### src/mcbf_pkg.sv
// Shared types and constants for the multi-channel byte FIFO.
package mcbf_pkg;

  // Operation codes
  localparam logic [1:0] OP_OPEN  = 2'd0;
  localparam logic [1:0] OP_CLOSE = 2'd1;
  localparam logic [1:0] OP_WRITE = 2'd2;
  localparam logic [1:0] OP_READ  = 2'd3;

  // Status codes
  localparam logic [2:0] ST_OK       = 3'd0;
  localparam logic [2:0] ST_NOT_OPEN = 3'd1;
  localparam logic [2:0] ST_NO_FREE  = 3'd2;
  localparam logic [2:0] ST_FULL     = 3'd3;
  localparam logic [2:0] ST_EMPTY    = 3'd4;

  localparam int unsigned ID_W   = 8;
  localparam int unsigned BYTE_W = 8;
  localparam int unsigned STAT_W = 3;
  localparam int unsigned GRNT_W = 3;
  localparam int unsigned CNT_W  = 8;
  localparam logic [CNT_W-1:0] CNT_MAX = 8'hFF;

  typedef enum logic [1:0] {
    CS_IDLE,
    CS_EVAL,
    CS_RDWAIT
  } ctl_state_t;

  // Controller -> datapath
  typedef struct packed {
    logic latch;    // capture the accepted request
    logic rd_issue; // start the byte store read
    logic commit;   // apply state updates and load the result register
  } dp_cmd_t;

  // Datapath -> controller
  typedef struct packed {
    logic need_read; // request is a read that will succeed
  } dp_sts_t;

endpackage

### src/mcbf_ctrl.sv
// Controller state machine: sequences one request at a time and owns out_valid.
module mcbf_ctrl (
  input  logic             clk,
  input  logic             rst_n,
  input  logic             in_valid,
  output logic             in_ready,
  output logic             out_valid,
  input  logic             out_ready,
  input  mcbf_pkg::dp_sts_t sts,
  output mcbf_pkg::dp_cmd_t cmd
);
  import mcbf_pkg::*;

  ctl_state_t state_r, state_nxt;
  logic       out_valid_r, out_valid_nxt;
  logic       slot_free;

  assign slot_free = !out_valid_r || out_ready;

  always_comb begin
    state_nxt = state_r;
    unique case (state_r)
      CS_IDLE: begin
        if (in_valid) state_nxt = CS_EVAL;
      end
      CS_EVAL: begin
        if (sts.need_read) state_nxt = CS_RDWAIT;
        else if (slot_free) state_nxt = CS_IDLE;
      end
      CS_RDWAIT: begin
        if (slot_free) state_nxt = CS_IDLE;
      end
      default: state_nxt = CS_IDLE;
    endcase
  end

  // No request is taken while reset is held
  always_comb begin
    cmd      = '0;
    in_ready = 1'b0;
    unique case (state_r)
      CS_IDLE: begin
        in_ready  = rst_n;
        cmd.latch = in_valid && rst_n;
      end
      CS_EVAL: begin
        if (sts.need_read) cmd.rd_issue = 1'b1;
        else cmd.commit = slot_free;
      end
      CS_RDWAIT: begin
        cmd.commit = slot_free;
      end
      default: ;
    endcase
  end

  assign out_valid_nxt = cmd.commit ? 1'b1 : (out_ready ? 1'b0 : out_valid_r);

  always_ff @(posedge clk) begin
    if (!rst_n) begin
      state_r     <= CS_IDLE;
      out_valid_r <= 1'b0;
    end else begin
      state_r     <= state_nxt;
      out_valid_r <= out_valid_nxt;
    end
  end

  assign out_valid = out_valid_r;

endmodule

### config.mk
export PLATFORM = sky130hd
export DESIGN_NAME = mcbf_ctrl
export DESIGN_NICKNAME = d
export VERILOG_FILES = /design/src/mcbf_pkg.sv /design/src/mcbf_ctrl.sv
export SDC_FILE = /design/constraint.sdc
export NUM_CORES = 1
export LEC_CHECK = 0
export CAP_MARGIN = 20
export CELL_PAD_IN_SITES_DETAIL_PLACEMENT = 1
export CELL_PAD_IN_SITES_GLOBAL_PLACEMENT = 1
export CORE_AREA = 2 2 39 41
export DETAILED_ROUTE_END_ITERATION = 6
export DIE_AREA = 0 0 41 43
export DONT_BUFFER_PORTS = 1
export HOLD_SLACK_MARGIN = 0.03
export PLACE_DENSITY_LB_ADDON = 0.1
export SYNTH_ARGS = -nofsm -noshare
export SYNTH_HDL_FRONTEND = slang
export SYNTH_SLANG_ARGS = --single-unit
### constraint.sdc
create_clock -name clk -period 3.7 [get_ports clk]
set_clock_uncertainty 0.1 [all_clocks]
set_input_delay 0.74 -clock clk [delete_from_list [all_inputs] [get_ports clk]]
set_output_delay 0.74 -clock clk [all_outputs]
set_load 0.1 [all_outputs]
; After elaboration in Yosys (flattened, before gate mapping)
; Cells that the tools add are included.
[op_classes]
add_sub_neg = 0
multipliers = 0
n_div = 0
order_cmp = 0
eq_ne = 3
shift = 0
muxes = 12
n_bitwise = 0
n_reduce_logical = 5
[ops]
columns = op, count
row1 = $mux W1, 7
row2 = $mux W2, 3
row3 = $pmux W2 S3, 1
row4 = $eq A2 B1 Y1 const B, 1
row5 = $eq A2 B2 Y1 const B, 1
row6 = $logic_not A2 Y1, 1
row7 = $ne A2 B2 Y1 const B, 1
row8 = $pmux W1 S2, 1
row9 = $reduce_bool A2 Y1, 1
row10 = $logic_and A1 B1 Y1, 1
row11 = $logic_not A1 Y1, 1
row12 = $logic_or A1 B1 Y1, 1
[totals]
reg_bits = 3
latch_bits = 0
ram_bits = 0
mem_bits_ro = 0
inputBits = 5
out_inout_bits = 5
wordCells = 22
memories = 0

; Logic depth before layout (Yosys ltp)
; Gate-level depths: netlist of run 1.
[depth]
ltp_word = 5
ltp_mapped = 6
mapped_depth_nobuf = 5

; Least setup slack after synthesis of run 1
; OpenSTA, ideal clock, no wires.
[synth_path]
kind = reg-to-output
from = reg out_valid_r, in the netlist out_valid
to = out cmd[0] (netlist name)
t_arrival_ns = 1.531
required_time_ns = 2.860
slack_ns = 1.329
path_stages_with_launch = 4
n_path_buf = 1
path_cell_list = dfxtp_1 -> nor2b_2 -> nor2_1 -> buf_4
[synth_lines]
columns = element, line
row1 = "start, declared", mcbf_ctrl.sv:15  ; logic out_valid_r, out_valid_nxt;
row2 = "start signal, assigned", mcbf_ctrl.sv:65  ; out_valid_r <= out_valid_nxt;
row3 = "end, declared", mcbf_ctrl.sv:10  ; output mcbf_pkg::dp_cmd_t cmd

==> results of run 1 <==
## flip-flops by register name, summed over array words and instances (netlist names)
name / count
out_valid: 1
state_r: 2
## cells by family (layout without fill, tap and decap cells)
logic type	after synthesis	in the layout	synth area share, %
fa+ha+maj	4	4	19.0
buf+inv	4	9	7.11
simple gates	12	12	29.4
flops	3	3	22.7
compound gates	7	7	21.8
## worst register-to-register path: cells and delay by family (launching register included)
| kind | cells | cell delay [ns] |
|---|---|---|
| and+or+nand+nor | 2 | 0.99 |
| AOI/OAI and AO/OA | 1 | 0.10 |
| DFF | 1 | 0.33 |
| buffers and inverters | 1 | 0.13 |
| adders and majority gates | 1 | 0.23 |
## per-layer routing
metal	track usage [%]	part of all wire [%]	up-vias	routed length [um]
li1	-	-	113	-
met1	9.90	41	104	249
met2	13.1	51	8	307
met3	5.76	7.9	0	48
met4	4.00	0	0	0
met5	0	0	-	0
## Yosys cell counts, drive strengths merged
cell     count
nand2b       2
ha           4
nand2        1
nor2         1
o2111ai      2
o211ai       2
dfxtp        3
a21boi       2
nor2b        2
inv          3
and2b        1
buf          1
nand3b       1
o21ai        1
and2         2
nand4        1
and3         1
## stage by stage
step                total power, uW  util (%)  std cells  cell area (sq um)
floorplan                      73.1         -         30                264
detailed placement             78.0      21.2         47                294
global placement               77.9      21.2         47                294
global route                    143      23.1         51                320
finish                          133      23.1         51                320
CTS                             137      23.1         51                320
## layout make-up
cell class	instances	area share, %
clock buffers	4	8.20
inverters	3	3.52
multi-input cells	23	58.6
flip-flops and latches	3	18.8
well taps	16	6.25
repair buffers	2	4.69
## power groups by stage
stage                     Clock (uW)  Combinational, uW  Sequential [uW]
after floorplan                    0               34.4             38.7
after global placement             0               40.7             37.1
after detailed placement           0               40.8             37.2
after CTS                       59.7               40.9             36.6
after global routing            63.4               42.9             36.9
final                           56.5               40.2             36.5
## worst max-delay path by stage
stage | start | slack [ns] | to | depth (start not counted)
final | state_r[1] | 1.12 | cmd[2] | 3
after global routing | state_r[1] | 1.02 | in_ready | 3
after CTS | state_r[1] | 1.09 | cmd[2] | 3
after detailed placement | rst_n | 1.33 | cmd[2] | 1
after global placement | rst_n | 1.33 | cmd[2] | 1
after floorplan | out_valid | 1.33 | cmd[0] | 3
==> flow_summary.toml, run 1 <==
[timing]
totalNegativeSetupSlack_ns = 0
timing.max_slew.rel_slack_pct = 34.0
hold_violations = 0
finalSetupViolCount = 0
min_period_ns = 2.58
final.hold.worst_slack_ns = 0.466
slew_violations = 0
worst_setup_margin_ns = 1.12
grt_setup_unrepaired = "false"
final.period_utilization_pct = 69.7
achievable-frequency_mhz = 388
timing_worst_slew_pin_value_ns = 0.990

[place]
io_buffers = 0
post-dp-hpwl_um = 531
gp_routability_congestion = 0.666
post-place-ws_ns = 1.33

[floorplan]
die_x_um = 41
std_cell_rows = 14
floorplan.core_area_sq_um = 1380
io-pin-count = 10
fp.dieArea_sq_um = 1760
start_util_pct = 19.1
die_y_um = 43

[route]
post_route_antenna_net_violation_count = 0
vias = 225
drt_first_pass_iters = 2
initialDrtViolationCount = 1
routedWlPerCell_um = 11.9
drcViolationCount = 0
routed_wirelength_um = 605
viasPerCell = 4.41

[cts]
cts_inserted_buffers = 3
root_buffer_selected_by_cts = "clkbuf_4"
cts_tree = "yes"
holdBufCountCts = 0
tritoncts_num_sinks = 3
post_cts.repair.setup_buffers = 0
h-tree-depth = 1
ctsResizeCount = 0
clkTransAtPathRegs_ns = 0.04
cts_max_path_buffers = 2
worstSkewPairLatency_ns = 0.23

[final_layout]
fill_cells = 180
final_layout_size_suffix_gt1_share_pct = 25.7
nets = 45
seqCellArea_sq_um = 60.1
area_of_the_multi_input_gates_sq_um = 188
layout.cells.most_common_list = "ha_1, inv_1, clkbuf_4, dfxtp_1"
total_inserted_antenna_cells = 0
area_growth_syn_to_layout_pct = 21.3
final_common_cell = "ha_1"

[global_routing]
antenna_found_initial = 0
grt_max_degree = 6
gr-total-overflow = 0
number_of_global_route_vias_before_repair = 277
grt_use_total_pct = 9.02
grt_pass1_wl_um = 1060

[pwr]
p_sw_share_pct = 37.7
sequentialPowerShare_pct = 27.4
vdd_ir_drop_max_mv = 0.123
comb_power_share_pct = 30.2
p_clk_share_pct = 42.4
cellInternalPower_uw = 82.9
powerDensity_nw_per_um2 = 416
switchingPower_uw = 50.2
power.leakage_uw = 0.000128

[setup_path]
worst_setup_ep_type = "output port"
timing_worst_setup_path_type = "reg -> out"
worst-r2r-setup-slack_ns = 1.75
crit_path_max_incr_delay_ns = 0.82
worst_ep_arrival_time_ns = 1.74
critical_path.slowest_cell = "and3_1"
critical_path.startpoint_type = "flop"
worst-endpoint-required_ns = 2.86
critical_path_cell_by_cell = "inv_1 -> ha_1 -> and3_1"
worstPathMaxFanout = 4
worst-path-buf-inv = 1
reg2reg_to = "state_r[1]"
cpLargestDelayFamily = "simple AND/OR/NAND/NOR gates"
r2r_start = "state_r[1]"
r2r.worst_path.cells = 5

[synthesis]
ys_seq_elements = 3
syn-num-nets = 39
largest_cells_by_area_after_synthesis = "dfxtp_1, ha_1, nor2b_2"
syn_avg_cell_area_sq_um = 8.80
yosysWarningCount = 0
yosysTopAreaCell = "dfxtp_1"
ys_seq_area_share_pct = 22.7
top_area_cell_type_share_of_the_netlist_area_pct = 22.7
netlist_area_sq_um = 264
postSynthCellCount = 30
post_synth_num_cell_types = 18

[run]
maxCapViolations = 0

[hold_path]
hold_path_end = "state_r[1]"
min_path_type = "reg -> reg"
hp-start = "state_r[1]"
hold_path_depth = 2

[status]
run_status = "completed"
Power figures use the tool's default switching activity.
==> run 2, diff against run 1 <==
Clock period 3.7 ns to 2.4 ns, I/O delays scaled along.
==> run 2 against run 1 <==
  * Core utilization rose by 1.2 points
  * Sequential share of layout area decreased by 0.91 points
  * Die area is the same
  * Non-clock buffer count up 2
  * First-iteration DRC count is 100% lower
  * Power increased by 64%
  * Sequential power increased by 54%
  * Register-to-register slack lost 1.0 ns
  * Cell count increased by 3.9%
  * Setup slack got worse by 0.92 ns
  * Flip-flop and latch count stayed put
  * Combinational power is 64% higher
  * Critical path type unchanged
  * Largest power group unchanged
==> flow_summary.toml, run 2 (synthesized netlist as in run 1, its figures left out) <==
[setup_path]
worst_ep_arrival_time_ns = 1.62
worst_setup_ep_type = "output port"
cpLargestDelayFamily = "flip-flops"
timing_worst_setup_path_type = "reg -> out"
crit_path_max_incr_delay_ns = 0.39
worst-path-buf-inv = 2
critical_path.startpoint_type = "flop"
critical_path_cell_by_cell = "inv_1 -> ha_1 -> nor2b_2 -> o21ai_1 -> nor2_2 -> buf_4"
critical_path.slowest_cell = "dfxtp_1"
worst-endpoint-required_ns = 1.82
worstPathMaxFanout = 4
worst-r2r-setup-slack_ns = 0.74

[timing]
totalNegativeSetupSlack_ns = 0
min_period_ns = 2.20
timing_worst_slew_pin_value_ns = 0.520
grt_setup_unrepaired = "false"
worst_setup_margin_ns = 0.203
slew_violations = 0
finalSetupViolCount = 0
achievable-frequency_mhz = 455
timing.max_slew.rel_slack_pct = 65.3
hold_violations = 0
final.period_utilization_pct = 91.6

[route]
drcViolationCount = 0
initialDrtViolationCount = 0
routed_wirelength_um = 694
post_route_antenna_net_violation_count = 0
routedWlPerCell_um = 13.1
vias = 233
viasPerCell = 4.40
drt_first_pass_iters = 1

[global_routing]
gr-total-overflow = 0
number_of_global_route_vias_before_repair = 246
antenna_found_initial = 0
grt_pass1_wl_um = 1110
grt_use_total_pct = 10.4
grt_max_degree = 6

[pwr]
powerDensity_nw_per_um2 = 649
power.leakage_uw = 0.000139
vdd_ir_drop_max_mv = 0.127

[cts]
holdBufCountCts = 0
tritoncts_num_sinks = 3
h-tree-depth = 1
cts_max_path_buffers = 2
root_buffer_selected_by_cts = "clkbuf_4"
cts_inserted_buffers = 3
ctsResizeCount = 0
worstSkewPairLatency_ns = 0.24
clkTransAtPathRegs_ns = 0.05
cts_tree = "yes"
post_cts.repair.setup_buffers = 0

[floorplan]
die_x_um = 41
io-pin-count = 10
start_util_pct = 19.1
die_y_um = 43
floorplan.core_area_sq_um = 1380
std_cell_rows = 14
fp.dieArea_sq_um = 1760

[final_layout]
fin_util_pct = 24.3
fill_cells = 170
nets = 47
registers.top_by_ff_count = "state_r"
total_inserted_antenna_cells = 0
area_growth_syn_to_layout_pct = 27.5
layout.cells.most_common_list = "ha_1, buf_4, inv_1, clkbuf_4, dfxtp_1"
final_layout_size_suffix_gt1_share_pct = 32.4
largest_reg_flops = 2

[run]
maxCapViolations = 0

[status]
run_status = "completed"

[place]
post-dp-hpwl_um = 562
io_buffers = 0
post-place-ws_ns = 0.326
gp_routability_congestion = 0.706

[hold_path]
min_path_type = "in -> reg"
run 2: routing by layer:
layer / part of all wire [%] / routed length (um) / vias to the layer above / global-route usage, %
li1: - / - / 118 / -
met1: 44 / 303 / 108 / 12.1
met2: 51 / 356 / 7 / 13.8
met3: 4.9 / 34 / 0 / 2.09
met4: 0 / 0 / 0 / 12.0
met5: 0 / 0 / - / 0
run 2: cell type report:
class	count	area [sq um]	share of cell area [%]
multi-input combinational	23	189	56.1
sequential	3	60.1	17.8
timing repair buffer	4	30.0	8.92
clock buffer	4	26.3	7.81
tap	16	20.0	5.95
inverter	3	11.3	3.35
run 2: stage by stage:
step	hold WS [ns]	instances	power [uW]	area [sq um]
floorplan	0.415	30	113	264
global placement	0.446	49	122	309
detailed placement	0.472	49	123	309
CTS	0.276	53	225	335
global route	0.282	53	231	337
finish	0.288	53	218	337
run 2: where the power goes:
group          switching, uW  internal [uW]  total, uW
Clock                   33.3           62.8       96.1
Combinational           50.1           16.0       66.1
Sequential              3.41           52.8       56.2
Total                   86.8            132        218
run 2: final timing paths:
| path | start | to | cells after the start |
|---|---|---|---|
| max | state_r[1] | cmd[0] | 6 |
| min | rst_n | state_r[0] | 1 |
| max reg2reg | state_r[1] | state_r[1] | 5 |
| min reg2reg | state_r[0] | state_r[0] | 2 |
